<file path="src/sv/ordered_key_value_table_assert.svh">
// Assertion helpers for the key/value table.
`ifndef ORDERED_KEY_VALUE_TABLE_ASSERT_SVH
`define ORDERED_KEY_VALUE_TABLE_ASSERT_SVH

// Property that must hold at every clock edge out of reset.
`define OKVT_ASSERT_ALWAYS(lbl, expr, msg) \
  lbl: assert property (@(posedge clk) disable iff (!rst_n) (expr)) else $error(msg);

// Consequent must hold in the cycle after the antecedent.
`define OKVT_ASSERT_NEXT(lbl, ante, cons, msg) \
  lbl: assert property (@(posedge clk) disable iff (!rst_n) (ante) |=> (cons)) else $error(msg);

`endif

</file>
<file path="src/sv/okvt_pkg.sv">
package okvt_pkg;

  // Table geometry
  localparam int ENTRIES = 16;
  localparam int IDX_W   = $clog2(ENTRIES);
  localparam int CNT_W   = 5;

  // Operation codes
  localparam logic [2:0] KIND_INSERT  = 3'd0;
  localparam logic [2:0] KIND_LOOKUP  = 3'd1;
  localparam logic [2:0] KIND_REMOVE  = 3'd2;
  localparam logic [2:0] KIND_REWIND  = 3'd3;
  localparam logic [2:0] KIND_ADVANCE = 3'd4;

  // Result status codes
  localparam logic [1:0] ST_DONE     = 2'd0;
  localparam logic [1:0] ST_UPDATED  = 2'd1;
  localparam logic [1:0] ST_NOTFOUND = 2'd2;
  localparam logic [1:0] ST_FULL     = 2'd3;

  typedef logic [CNT_W-1:0] cnt_t;
  typedef logic [IDX_W-1:0] idx_t;

endpackage

</file>
<file path="src/sv/ordered_key_value_table.sv">
// Ordered key/value table with an in-order iterator.
// Input channel: in_tuser carries the operation (insert, lookup, remove,
// rewind, advance), in_tdata the signed key and the value word. One beat in
// gives exactly one beat out on the result channel: status in out_tuser,
// lookup value, entry count and the iterator's entry in out_tdata.
// Entries live in a small single-port-read memory that a sequencer walks one
// entry per cycle, comparing against one shared key comparator. A key search
// reads the held entries in order and stops at the first match; a remove that
// hits then slides the later entries down at one entry per cycle. Rewind,
// advance and unused kinds skip the search and go straight to the iterator
// fetch; every kind ends in the output register. The sequencer returns to idle
// as the result is registered, and the next beat can be taken from there.
// in_tready is high only while the sequencer is idle; the next beat is taken
// while a finished result still waits in the output register.
// When the receiver stalls, the result is held in out_tdata/out_tuser and a
// following operation finishes its work, then waits for the register to free.
// Reset (rst_n low, synchronous) empties the table and puts the iterator at
// end; no clearing pass is needed, so the block is ready right after reset.
module ordered_key_value_table (
  input  logic         clk,
  input  logic         rst_n,
  // in_tdata: key [31:0], value [63:32]
  input  logic [63:0]  in_tdata,
  // in_tuser: kind [2:0]
  input  logic [2:0]   in_tuser,
  input  logic         in_tvalid,
  output logic         in_tready,
  // out_tdata: found_value [31:0], entry_count [36:32], iter_key [68:37],
  //            iter_value [100:69], iter_end [101], zero pad [103:102]
  output logic [103:0] out_tdata,
  // out_tuser: status [1:0]
  output logic [1:0]   out_tuser,
  output logic         out_tvalid,
  input  logic         out_tready
);

  `include "ordered_key_value_table_assert.svh"

  localparam logic [2:0] S_IDLE  = 3'd0;
  localparam logic [2:0] S_SCAN  = 3'd1;
  localparam logic [2:0] S_ACT   = 3'd2;
  localparam logic [2:0] S_SHIFT = 3'd3;
  localparam logic [2:0] S_ITER  = 3'd4;
  localparam logic [2:0] S_OUT   = 3'd5;

  localparam okvt_pkg::cnt_t FULL_CNT = okvt_pkg::CNT_W'(okvt_pkg::ENTRIES);
  localparam okvt_pkg::cnt_t ONE_CNT  = okvt_pkg::CNT_W'(1);

  // Entry storage
  logic [31:0] key_mem [okvt_pkg::ENTRIES];
  logic [31:0] val_mem [okvt_pkg::ENTRIES];

  logic [2:0]      state_r, state_nxt;
  logic [2:0]      kind_r, kind_nxt;
  logic [31:0]     key_r, key_nxt;
  logic [31:0]     val_r, val_nxt;
  okvt_pkg::cnt_t  idx_r, idx_nxt;
  logic            rd_vld_r, rd_vld_nxt;
  okvt_pkg::cnt_t  rd_idx_r, rd_idx_nxt;
  logic            hit_r, hit_nxt;
  okvt_pkg::cnt_t  match_r, match_nxt;
  logic [1:0]      status_r, status_nxt;
  logic [31:0]     found_r, found_nxt;
  okvt_pkg::cnt_t  total_r, total_nxt;
  okvt_pkg::cnt_t  iter_r, iter_nxt;
  logic            out_valid_r, out_valid_nxt;
  logic [103:0]    out_data_r, out_data_nxt;
  logic [1:0]      out_user_r, out_user_nxt;

  // Memory port controls
  logic            rd_en;
  okvt_pkg::idx_t  rd_addr;
  logic [31:0]     rd_key_r, rd_val_r;
  logic            wr_en;
  okvt_pkg::idx_t  wr_addr;
  logic [31:0]     wr_key, wr_val;

  logic            in_fire;
  logic            out_free;
  logic            iter_none;

  assign in_tready = (state_r == S_IDLE);
  assign in_fire   = in_tvalid && in_tready;
  assign out_free  = !out_valid_r || out_tready;
  assign iter_none = (iter_r == '0);

  // Sequencer
  always_comb begin
    state_nxt     = state_r;
    kind_nxt      = kind_r;
    key_nxt       = key_r;
    val_nxt       = val_r;
    idx_nxt       = idx_r;
    rd_vld_nxt    = 1'b0;
    rd_idx_nxt    = rd_idx_r;
    hit_nxt       = hit_r;
    match_nxt     = match_r;
    status_nxt    = status_r;
    found_nxt     = found_r;
    total_nxt     = total_r;
    iter_nxt      = iter_r;
    out_valid_nxt = out_valid_r && !out_tready;
    out_data_nxt  = out_data_r;
    out_user_nxt  = out_user_r;
    rd_en         = 1'b0;
    rd_addr       = '0;
    wr_en         = 1'b0;
    wr_addr       = '0;
    wr_key        = key_r;
    wr_val        = val_r;

    case (state_r)
      S_IDLE: begin
        if (in_fire) begin
          kind_nxt   = in_tuser;
          key_nxt    = in_tdata[31:0];
          val_nxt    = in_tdata[63:32];
          idx_nxt    = '0;
          hit_nxt    = 1'b0;
          status_nxt = okvt_pkg::ST_DONE;
          found_nxt  = '0;
          case (in_tuser)
            okvt_pkg::KIND_INSERT, okvt_pkg::KIND_LOOKUP, okvt_pkg::KIND_REMOVE: begin
              state_nxt = (total_r == '0) ? S_ACT : S_SCAN;
            end
            okvt_pkg::KIND_REWIND: begin
              iter_nxt  = (total_r != '0) ? ONE_CNT : '0;
              state_nxt = S_ITER;
            end
            okvt_pkg::KIND_ADVANCE: begin
              if (!iter_none) begin
                iter_nxt = (iter_r < total_r) ? iter_r + ONE_CNT : '0;
              end
              state_nxt = S_ITER;
            end
            default: begin
              state_nxt = S_ITER;
            end
          endcase
        end
      end

      // One read issued and one compare per cycle
      S_SCAN: begin
        if (idx_r < total_r) begin
          rd_en      = 1'b1;
          rd_addr    = idx_r[okvt_pkg::IDX_W-1:0];
          rd_vld_nxt = 1'b1;
          rd_idx_nxt = idx_r;
          idx_nxt    = idx_r + ONE_CNT;
        end
        if (rd_vld_r) begin
          if (rd_key_r == key_r) begin
            hit_nxt   = 1'b1;
            match_nxt = rd_idx_r;
            found_nxt = rd_val_r;
            state_nxt = S_ACT;
          end else if (rd_idx_r == total_r - ONE_CNT) begin
            state_nxt = S_ACT;
          end
        end
      end

      S_ACT: begin
        state_nxt = S_ITER;
        case (kind_r)
          okvt_pkg::KIND_INSERT: begin
            found_nxt = '0;
            if (hit_r) begin
              wr_en      = 1'b1;
              wr_addr    = match_r[okvt_pkg::IDX_W-1:0];
              status_nxt = okvt_pkg::ST_UPDATED;
            end else if (total_r == FULL_CNT) begin
              status_nxt = okvt_pkg::ST_FULL;
            end else begin
              wr_en     = 1'b1;
              wr_addr   = total_r[okvt_pkg::IDX_W-1:0];
              total_nxt = total_r + ONE_CNT;
            end
          end
          okvt_pkg::KIND_LOOKUP: begin
            if (!hit_r) begin
              status_nxt = okvt_pkg::ST_NOTFOUND;
            end
          end
          default: begin
            found_nxt = '0;
            if (hit_r) begin
              idx_nxt   = match_r + ONE_CNT;
              state_nxt = S_SHIFT;
            end else begin
              status_nxt = okvt_pkg::ST_NOTFOUND;
            end
          end
        endcase
      end

      // Slide later entries down one slot: read i+1, write i next cycle
      S_SHIFT: begin
        if (idx_r < total_r) begin
          rd_en      = 1'b1;
          rd_addr    = idx_r[okvt_pkg::IDX_W-1:0];
          rd_vld_nxt = 1'b1;
          rd_idx_nxt = idx_r;
          idx_nxt    = idx_r + ONE_CNT;
        end
        if (rd_vld_r) begin
          wr_en   = 1'b1;
          wr_addr = okvt_pkg::IDX_W'(rd_idx_r - ONE_CNT);
          wr_key  = rd_key_r;
          wr_val  = rd_val_r;
        end
        if (!(idx_r < total_r) && !rd_vld_r) begin
          total_nxt = total_r - ONE_CNT;
          if (!iter_none) begin
            if (match_r + ONE_CNT < iter_r) begin
              iter_nxt = iter_r - ONE_CNT;
            end else if (iter_r > total_r - ONE_CNT) begin
              iter_nxt = '0;
            end
          end
          state_nxt = S_ITER;
        end
      end

      // Fetch the iterator's entry
      S_ITER: begin
        if (!iter_none) begin
          rd_en   = 1'b1;
          rd_addr = okvt_pkg::IDX_W'(iter_r - ONE_CNT);
        end
        state_nxt = S_OUT;
      end

      S_OUT: begin
        if (out_free) begin
          out_valid_nxt = 1'b1;
          out_user_nxt  = status_r;
          out_data_nxt  = {2'b00,
                           iter_none,
                           iter_none ? 32'd0 : rd_val_r,
                           iter_none ? 32'd0 : rd_key_r,
                           total_r,
                           found_r};
          state_nxt     = S_IDLE;
        end
      end

      default: begin
        state_nxt = S_IDLE;
      end
    endcase
  end

  // Control registers
  always_ff @(posedge clk) begin
    if (!rst_n) begin
      state_r     <= S_IDLE;
      total_r     <= '0;
      iter_r      <= '0;
      rd_vld_r    <= 1'b0;
      out_valid_r <= 1'b0;
    end else begin
      state_r     <= state_nxt;
      total_r     <= total_nxt;
      iter_r      <= iter_nxt;
      rd_vld_r    <= rd_vld_nxt;
      out_valid_r <= out_valid_nxt;
    end
  end

  // Payload registers
  always_ff @(posedge clk) begin
    kind_r     <= kind_nxt;
    key_r      <= key_nxt;
    val_r      <= val_nxt;
    idx_r      <= idx_nxt;
    rd_idx_r   <= rd_idx_nxt;
    hit_r      <= hit_nxt;
    match_r    <= match_nxt;
    status_r   <= status_nxt;
    found_r    <= found_nxt;
    out_data_r <= out_data_nxt;
    out_user_r <= out_user_nxt;
  end

  // Entry memory: one write, one registered read
  always_ff @(posedge clk) begin
    if (wr_en) begin
      key_mem[wr_addr] <= wr_key;
      val_mem[wr_addr] <= wr_val;
    end
    if (rd_en) begin
      rd_key_r <= key_mem[rd_addr];
      rd_val_r <= val_mem[rd_addr];
    end
  end

  assign out_tdata  = out_data_r;
  assign out_tuser  = out_user_r;
  assign out_tvalid = out_valid_r;

  // Checks
  `OKVT_ASSERT_ALWAYS(a_total_bound, total_r <= FULL_CNT, "entry count exceeds table size")
  `OKVT_ASSERT_ALWAYS(a_iter_bound, iter_r <= total_r, "iterator beyond last entry")
  `OKVT_ASSERT_NEXT(a_busy_after_accept, in_fire, state_r != S_IDLE, "sequencer idle after accept")
  `OKVT_ASSERT_ALWAYS(a_shift_in_range, !(state_r == S_SHIFT && wr_en) || (rd_idx_r < total_r && rd_idx_r > match_r), "slide write outside held entries")

endmodule
</file>
<file path="config.mk">
export PLATFORM = sky130hd
export DESIGN_NAME = ordered_key_value_table
export DESIGN_NICKNAME = d
export VERILOG_FILES = /design/src/sv/okvt_pkg.sv /design/src/sv/ordered_key_value_table.sv
export VERILOG_INCLUDE_DIRS = /design/src /design/src/sv
export SDC_FILE = /design/constraint.sdc
export NUM_CORES = 1
export LEC_CHECK = 0
export ABC_AREA = 1
export BUFFER_PORTS_ARGS = -buffer_cell sky130_fd_sc_hd__buf_2
export CAP_MARGIN = 20
export CORE_MARGIN = 2
export CORE_UTILIZATION = 43
export CTS_CLUSTER_SIZE = 10
export DETAILED_ROUTE_END_ITERATION = 8
export SLEW_MARGIN = 20
export SYNTH_ARGS = -nofsm -noshare
export SYNTH_HDL_FRONTEND = slang
export SYNTH_SLANG_ARGS = --single-unit
</file>
<file path="constraint.sdc">
create_clock -name clk -period 5.8 [get_ports clk]
set_input_delay 0.58 -clock clk [delete_from_list [all_inputs] [get_ports clk]]
set_output_delay 0.58 -clock clk [all_outputs]
set_load 0.05 [all_outputs]
</file>
After elaboration in Yosys (flattened, before gate mapping) --
Memories as Yosys holds them, arrays and structs flattened. A register that Yosys moved wholly into a read port is not among the register bits. Index checks and enable logic that the tools add are counted.
Word-level totals: bits of input ports 71, bits in writable memories 1024, flip-flop bits (word level) 236, bits in latches 0, ROM bits 0, memories kept 2
Cells by class: bitwise logic cells 0, add/subtract/negate cells 7, multipliers 0, order comparisons 4, shift operators 0, equal/unequal tests 32, multiplexer cells 70, divide/modulo/power cells 0, reduce and logical (&&, ||, !) cells 35
Memories:
- key_mem | words 16, width 32, read ports 1, clocked after memory_dff 1, wr ports 1, line ordered_key_value_table.sv:50 | logic [31:0] key_mem [okvt_pkg::ENTRIES];
- val_mem | words 16, width 32, read ports 1, clocked after memory_dff 1, wr ports 1, line ordered_key_value_table.sv:51 | logic [31:0] val_mem [okvt_pkg::ENTRIES];
Operators with widths (number):
- $mux 32 | 8
- $pmux 32 s3 | 1
- $mux 5 | 15
- $eq 32x32->1 | 1
- $pmux 5 s2 | 3
- $mux 3 | 9
- $mux 4 | 6
- $ne 2x2->1 const B | 11
- $add 5x1->5 const B | 4
- $reduce_and 5->1 | 4
- $pmux 3 s6 | 1
- $pmux 4 s2 | 2
- $lt 5x5->1 | 3
- $pmux 5 s3 | 1
- $mux 1 | 14
- $eq 3x2->1 const B | 4
- $mux 2 | 6
- $ne 3x3->1 const B | 4
- $logic_not 5->1 | 2
- $sub 5x1->5 const B | 2
- $eq 3x1->1 const B | 3
- $eq 3x3->1 const B | 3
- $logic_not 3->1 | 3
- $reduce_and 2->1 | 4
- other kinds (20) | 34

Longest topological paths before layout --
Gate-level depths: netlist of run 1.
word-level depth 7, mapped depth 17, depth with buffers taken out 17

Least setup slack after synthesis of run 1 --
No wires, ideal clock.
path type flip-flop to flip-flop, start point register state_r[1], end point register out_data_r[0], in the netlist out_tdata[0] (enable), slack 0.283 ns, period minus slack after synthesis 5.517 ns, arrival time 4.949 ns, data required time 5.232 ns, cell stages (with the launch flop) 4, cell sequence dfxtp_1 -> inv_1 -> nand3_1 -> nor2_1
On the way: longest elaborated chain between the ends 2
Ends and longest elaborated chain:
- from (decl) | line ordered_key_value_table.sv:53 | logic [2:0] state_r, state_nxt;
- from (signal assigned) | line ordered_key_value_table.sv:264 | state_r <= state_nxt;
- $eq 3x3->1 | line ordered_key_value_table.sv:112 | case (state_r)
- $reduce_and 2->1 (no line)
- to (signal assigned) | line ordered_key_value_table.sv:283 | out_data_r <= out_data_nxt;
- to (decl) | line ordered_key_value_table.sv:67 | logic [103:0] out_data_r, out_data_nxt;
No other way between the ends. A chain may end at the register's enable or synchronous reset.

Final worst setup path of run 1 --
start point register state_r[0], end point memory key_mem[14][12] (enable)
On the way: longest elaborated chain between the ends 4
Ends and longest elaborated chain:
- $eq 3x2->1 | line ordered_key_value_table.sv:112
- $pmux 1 s2 | line ordered_key_value_table.sv:112
- $mux 1 | line ordered_key_value_table.sv:289 | if (wr_en) begin
- $mux 1 (implied by the code) | line ordered_key_value_table.sv:290 | key_mem[wr_addr] <= wr_key;
- to (decl) | line ordered_key_value_table.sv:50
Several ways; a longest one is shown, not always the timed one.

==> flow_summary.ini, run 1 <==
[synthesis]
ys_ff_latch = 1324
ys_async_sr_fraction_pct = 0
avgSynthCellArea_um2 = 12.7
ys.warnings.count = 0
seq_area_frac_synth_pct = 73.1
synth_cells = 4256
synth-edff-count = 1309
synth_top_flop_cell = edfxtp_1
netlist_area_before_placement_um2 = 54200
synth_cell_types = 46

[placed_design]
pre_cts_ws_ns = 1.71
gp_congestion = 0.816
dp.final_hpwl_um = 69500
port-buffer-count = 176

[global_routing]
grt_overflow = 0
grt_first_pass_wirelength_um = 199000
grt.total_usage_pct = 20.5
number_of_global_route_vias_before_repair = 31600
antenna_found_initial = 0
pin_count_of_the_biggest_net_entering_global_routing = 175

[layout]
layout_commonest_cell = edfxtp_1
finalCoreUtilization_pct = 49.4
multiInputGateArea_um2 = 11200
fraction_of_final_layout_cells_sized_beyond_drive_strength_1_pct = 11.0
regArea_um2 = 39600
antenna_cells = 0
commonest_non_fill_non_tap_cells_in_the_layout = edfxtp_1, nand2_1, inv_1
nets = 4597
area_delta_synth_final_pct = 14.3
num-fill-cells = 10600

[floorplan]
horizontal_extent_of_the_die_um = 359
core-area_um2 = 125000
die-height_um = 359
placement_rows = 130
die-area_um2 = 129000
number_of_top_level_pins = 179
start_util_pct = 43.2

[sta]
fin_hold_viols = 0
relSlewSlack_pct = 26.2
worst_hold_slack_ns = 0.0636
final_max_slew_viol_count = 0
final.setup.tns_ns = 0
layout_setup_ws_ns = 1.64
layout_worst_path_cycle_share_pct = 71.7
fin_crit_ns = 4.16
rsz0062_at_grt = false
worst_pin_slew_ns = 1.10
max_freq_mhz = 241
finalClockSkew_ns = 0.0415
final-setup-viol-count = 0

[critical_path]
crit_path_max_fanout = 75
crit-reg2reg-launch = state_r[0]
worst_endpoint_data_arrival_time_ns = 4.60
rrSetupSlack_ns = 1.64
worst_setup_path_start_kind = register
endpoint_kind = register
setup.worst_path.start = state_r[0]
cp_data_required_time_ns = 6.24
timing_worst_setup_path_type = reg2reg

[job]
max_cap_violations = 0

[cts]
worstSkewPairLatency_ns = 0.79
clockBufferDepth = 3
tritoncts_clock_tree = yes
cts_made_buffers = 152
post-cts-setup-buffer-count = 0
clkSinkCount = 1324
ctsRootBufferMaster = clkbuf_16
post_cts_resized = 0
cts-htree-levels = 4
path_clk_slew_ns = 0.06

[routing]
firstDrtPassIters = 5
drcViolationCount = 0
route.vias.total = 32700
route.detailed.wl_per_inst_um = 21.3
drt-total-wl_um = 132000
drt_first_iter_violations = 3047
viasPerCell = 5.28
drtAntennaViolNets = 0

[min_path]
min-delay-start = in_tdata[25]
hold_path_class = in2reg

[run_status]
outcome = finished, final reports clean

[power]
total_leakage_power_nw = 22.1
power.density_cell_area_nw_per_um2 = 469
power.ir.vdd_worst_uv = 456
synthesized netlist by cell type (15+ instances only):
cell	n	area (µm²)
a21oi_1	19	95.1
buf_2	172	861
buf_4	19	143
clkbuf_1	37	139
dfxtp_1	15	300
edfxtp_1	1309	39300
ha_1	25	313
inv_1	635	2380
nand2_1	741	2780
nand3_1	405	2030
nor2_1	150	563
o211ai_1	515	3870
o21ai_0	37	185
o21ai_1	41	205
xnor2_1	17	149
xor2_1	27	236
worst max-delay path: stages (launching register included):
cell and delay (ns):
dfxtp_1 0.41, inv_2 0.08, nor2_4 0.18, inv_2 0.11, nor2_4 0.30, inv_2 0.15
nor2_2 0.10, buf_4 0.23, inv_6 0.20, nor2_1 0.21, a31oi_1 0.06, o21a_1 0.16
inv_1 0.09, nand2_1 0.22, nor2_4 0.76, buf_4 0.42
final timing paths:
check	to	depth (start not counted)
setup / recovery	key_mem[14][12]	15
hold / removal	key_r[25]	1
setup reg to reg	key_mem[14][12]	15
hold reg to reg	out_tdata[11]	0
kinds of logic (layout without fill, tap and decap cells):
group                    after synthesis  after routing  share of synthesized area (%)
buffers and inverters                884           1170                           6.72
flip-flops                          1324           1324                           73.1
AND/OR/NAND/NOR                     1338           1338                           10.4
other                                  1              2                        0.00692
AO/OA/AOI/OAI                        640            640                           8.45
adder cells (fa/ha/maj)               25             25                          0.577
XOR/XNOR                              44             44                          0.711
timing repair:
action / CTS / global route
setup endpoints to repair: 0 / 0
hold buffers: 66 / 0
endpoints found under the hold margin: 66 / 0
layout make-up:
class,count,area share [%]
sequential,1324,63.9
multi-input combinational,2049,18.1
clock buffer,177,6.38
timing repair buffer,331,3.99
inverter,643,3.93
tap,1650,3.33
clock inverter,19,0.353
state kept, by name, indices dropped and copies added, names as in the netlist, 5 cells and up:
name / flops
rd_val_r: 32
found_r: 32
rd_key_r: 32
val_r: 32
key_mem: 512
total_r: 5
iter_r: 5
out_tdata: 102
rd_idx_r: 5
match_r: 5
key_r: 32
idx_r: 5
val_mem: 512
metrics by stage:
| stage | std cells | instance area, µm² | total power [mW] |
|---|---|---|---|
| final | 6193 | 62000 | 29.1 |
| after detailed placement | 5928 | 57000 | 20.9 |
| after CTS | 6190 | 61900 | 29.3 |
| after floorplan | 4257 | 54200 | 18.2 |
| after global routing | 6193 | 62000 | 30.6 |
| after global placement | 5928 | 57000 | 20.8 |
power breakdown:
group          internal, mW  total (mW)  switching [mW]  leakage [nW]
registers              12.0        12.3           0.334          12.0
logic                  2.23        8.36            6.12          8.04
clock network          4.78        8.38            3.60          2.03
total                  19.0        29.1            10.1          22.1
layer usage:
metal / up-vias / routed length [µm] / global-route usage [%]
li1: 15500 / - / -
met2: 1005 / 62600 / 33.1
met3: 177 / 8960 / 3.98
met4: 0 / 2980 / 6.55
met1: 16000 / 57300 / 27.9
met5: - / 0 / 0
Note: power is estimated with default switching activity, not from simulation.
==> run 2, diff against run 1 <==
- ABC_AREA: 1 -> 0
- clock period: 5.8 -> 3.9 ns (I/O delays scaled with it)
==> run 2 against run 1 <==
Effect of this change:
- clock skew down 0.011 ns
- critical path depth down 5
- non-clock buffer count up 65
- final cell count down 23%
- register-to-register slack worse by 1.4 ns
- clock-buffer cell count down 5
- sequential share of layout area up 1.7 points
- final area down 2.5%
- first-iteration DRC count down 16%
- hold slack worse by 0.013 ns
- via count down 17%
- routed wire length down 2.7%
==> flow_summary.ini, run 2 <==
[synthesis]
synth.cells.most_frequent = edfxtp_1, mux2i_1, o22ai_1, nor2b_1
synthXorXnorAreaFrac_pct = 0.906
seq_area_frac_synth_pct = 77.3
synthDominantAreaCellType = edfxtp_1
synth.top_cell.area_share_pct = 76.7
synth_top_flop_cell = edfxtp_1
ys.warnings.count = 0
synth_cells = 2800
synth_top_family_by_area = multiplexers
arithmetic_cell_share_of_the_synthesized_area_counting_full_adders_half_adders_and_majority_gates_pct = 0.611
synth-compound-area-share_pct = 4.36
ys_ff_latch = 1324
synth_cell_types = 62
ys_async_sr_fraction_pct = 0
netlist_area_before_placement_um2 = 51200
synth-edff-count = 1309
synth.top_cells.by_area = edfxtp_1, mux2i_1, o22ai_1
post-synth-top-count-cell = edfxtp_1
avgSynthCellArea_um2 = 18.3
synth_mux_area_share_pct = 11.5
post_synth_and_or_nand_nor_area_fraction_pct = 3.52

[critical_path]
path_buf_inv = 3
path_cells = inv_1 > buf_4 > ha_1 > or3b_2 > o211ai_1 > nor2_1 > a221oi_1 > nand2_1 > nor2_4 > buf_12
worst_setup_path_start_kind = register
worstRegToRegCells = 10
crit-reg2reg-launch = total_r[1]
worstReg2RegEnd = key_mem[8][29]
timing_worst_setup_path_type = reg2reg
rrSetupSlack_ns = 0.23
worst_path_max_stage_delay_ns = 0.54
worst_endpoint_data_arrival_time_ns = 4.10
critPathTopFamily = simple AND/OR/NAND/NOR gates
crit_slowest_cell = nor2_4
crit_path_max_fanout = 23
cp_data_required_time_ns = 4.33
endpoint_kind = register

[cts]
cts_made_buffers = 153
clkSinkCount = 1324
clockBufferDepth = 3
worstSkewPairLatency_ns = 0.77
ctsRootBufferMaster = clkbuf_16
tritoncts_clock_tree = yes
cts-htree-levels = 4
path_clk_slew_ns = 0.06

[sta]
max_freq_mhz = 272
worst_hold_slack_ns = 0.0504
worst_pin_slew_ns = 0.897
final-setup-viol-count = 0
layout_worst_path_cycle_share_pct = 94.1
fin_crit_ns = 3.67
fin_hold_viols = 0
final_max_slew_viol_count = 0
finalClockSkew_ns = 0.0302
rsz0062_at_grt = false
relSlewSlack_pct = 40.2

[routing]
drt_first_iter_violations = 2554
drtAntennaViolNets = 0
route.detailed.wl_per_inst_um = 26.8
viasPerCell = 5.70
firstDrtPassIters = 5
drcViolationCount = 0
drt-total-wl_um = 128000
route.vias.total = 27200

[min_path]
min-delay-start = out_tready
hold_path_class = in2reg
timing.hold.worst_endpoint = state_r[2]
min_delay_path_depth = 4

[layout]
nets = 3306
layout_commonest_cell = edfxtp_1
commonest_non_fill_non_tap_cells_in_the_layout = edfxtp_1, mux2i_1, o22ai_1
antenna_cells = 0
area_delta_synth_final_pct = 17.9
fraction_of_final_layout_cells_sized_beyond_drive_strength_1_pct = 18.6
finalNonFillerCells = 4784

[placed_design]
port-buffer-count = 176
dp_cells = 4514
dp.final_hpwl_um = 72400
gp_congestion = 0.845

[floorplan]
die-area_um2 = 122000
die-height_um = 349
number_of_top_level_pins = 179
horizontal_extent_of_the_die_um = 349
start_util_pct = 43.4
core-area_um2 = 118000
placement_rows = 126

[power]
power.density_cell_area_nw_per_um2 = 593
power.ir.vdd_worst_uv = 452
total_leakage_power_nw = 23.1
power.total_mw = 35.8

[global_routing]
grt_first_pass_wirelength_um = 186000
antenna_found_initial = 5
grt.total_usage_pct = 20.9
pin_count_of_the_biggest_net_entering_global_routing = 121
number_of_global_route_vias_before_repair = 27700
grt_overflow = 0

[run_status]
outcome = finished, final reports clean

[job]
max_cap_violations = 0
-- run 2: cell types whose count changed after synthesis, moves of 115 or more --
cell,delta
nand3_1,-389
mux2i_1,+514
nor2_1,-115
o211ai_1,-508
o22ai_1,+256
inv_1,-615
nand2_1,-703
-- run 2: metrics by stage --
stage / util, % / setup slack [ns] / TNS [ns] / instance area (µm²)
final: 51.1 / 0.230 / 0 / 60400
after global routing: 51.1 / 0.0777 / 0 / 60400
after CTS: 51.1 / 0.0299 / 0 / 60300
after detailed placement: 46.9 / 0.0217 / 0 / 55400
after global placement: 46.9 / 0.189 / 0 / 55400
after floorplan: - / -1.06 / -438.10 / 51300
-- run 2: kinds of logic after synthesis --
| group | count (synthesis) |
|---|---|
| fa+ha+maj | 25 |
| xor+xnor | 53 |
| other cells | 1 |
| mux | 580 |
| flops | 1324 |
| simple gates | 304 |
| buf+inv | 163 |
| compound gates | 350 |
-- run 2: timing repair --
| action | 4_1_cts | 5_1_grt |
|---|---|---|
| pin swaps | 0 | 1 |
| buffers inserted | 0 | 9 |
| gates resized for setup | 1 | 0 |
| hold buffers | 68 | 0 |
| endpoints found under the setup margin | 1 | 16 |
| endpoints found under the hold margin | 68 | 0 |
-- run 2: worst max-delay path by stage --
stage,startpoint,to,depth (start not counted)
after global placement,idx_r[2],rd_val_r[1],9
after CTS,idx_r[2],rd_key_r[22],9
after global routing,total_r[0],key_mem[8][29],9
after floorplan,state_r[0],key_mem[3][0],9
after detailed placement,idx_r[2],rd_key_r[22],9
final,total_r[1],key_mem[8][29],10
-- run 2: area by class of cell --
cell class,count,area [µm²]
repair buffers,396,3620
multi-input cells,1314,10900
inverters,21,81.3
clock buffers,172,3920
clock inverters,21,324
well taps,1536,1920
flip-flops and latches,1324,39600
fillers,9413,57700
-- run 2: per-layer routing --
layer | global-route usage [%] | up-vias | share of wire (%)
li1 | - | 12000 | -
met5 | 0 | - | 0
met3 | 3.25 | 174 | 5.7
met4 | 5.44 | 0 | 1.8
met2 | 35.0 | 914 | 49
met1 | 28.6 | 14100 | 43
-- run 2: tightest hold or removal path: cells and delay by family --
| family | cells | cell delay (ns) |
|---|---|---|
| and+or+nand+nor | 2 | 0.20 |
| buffers and inverters | 1 | 0.08 |
| AOI/OAI and AO/OA | 1 | 0.08 |
-- run 2: report_power, final --
part           internal [mW]  switching [mW]
sequential              17.4           0.445
combinational           1.86            3.59
clock                   7.12            5.41
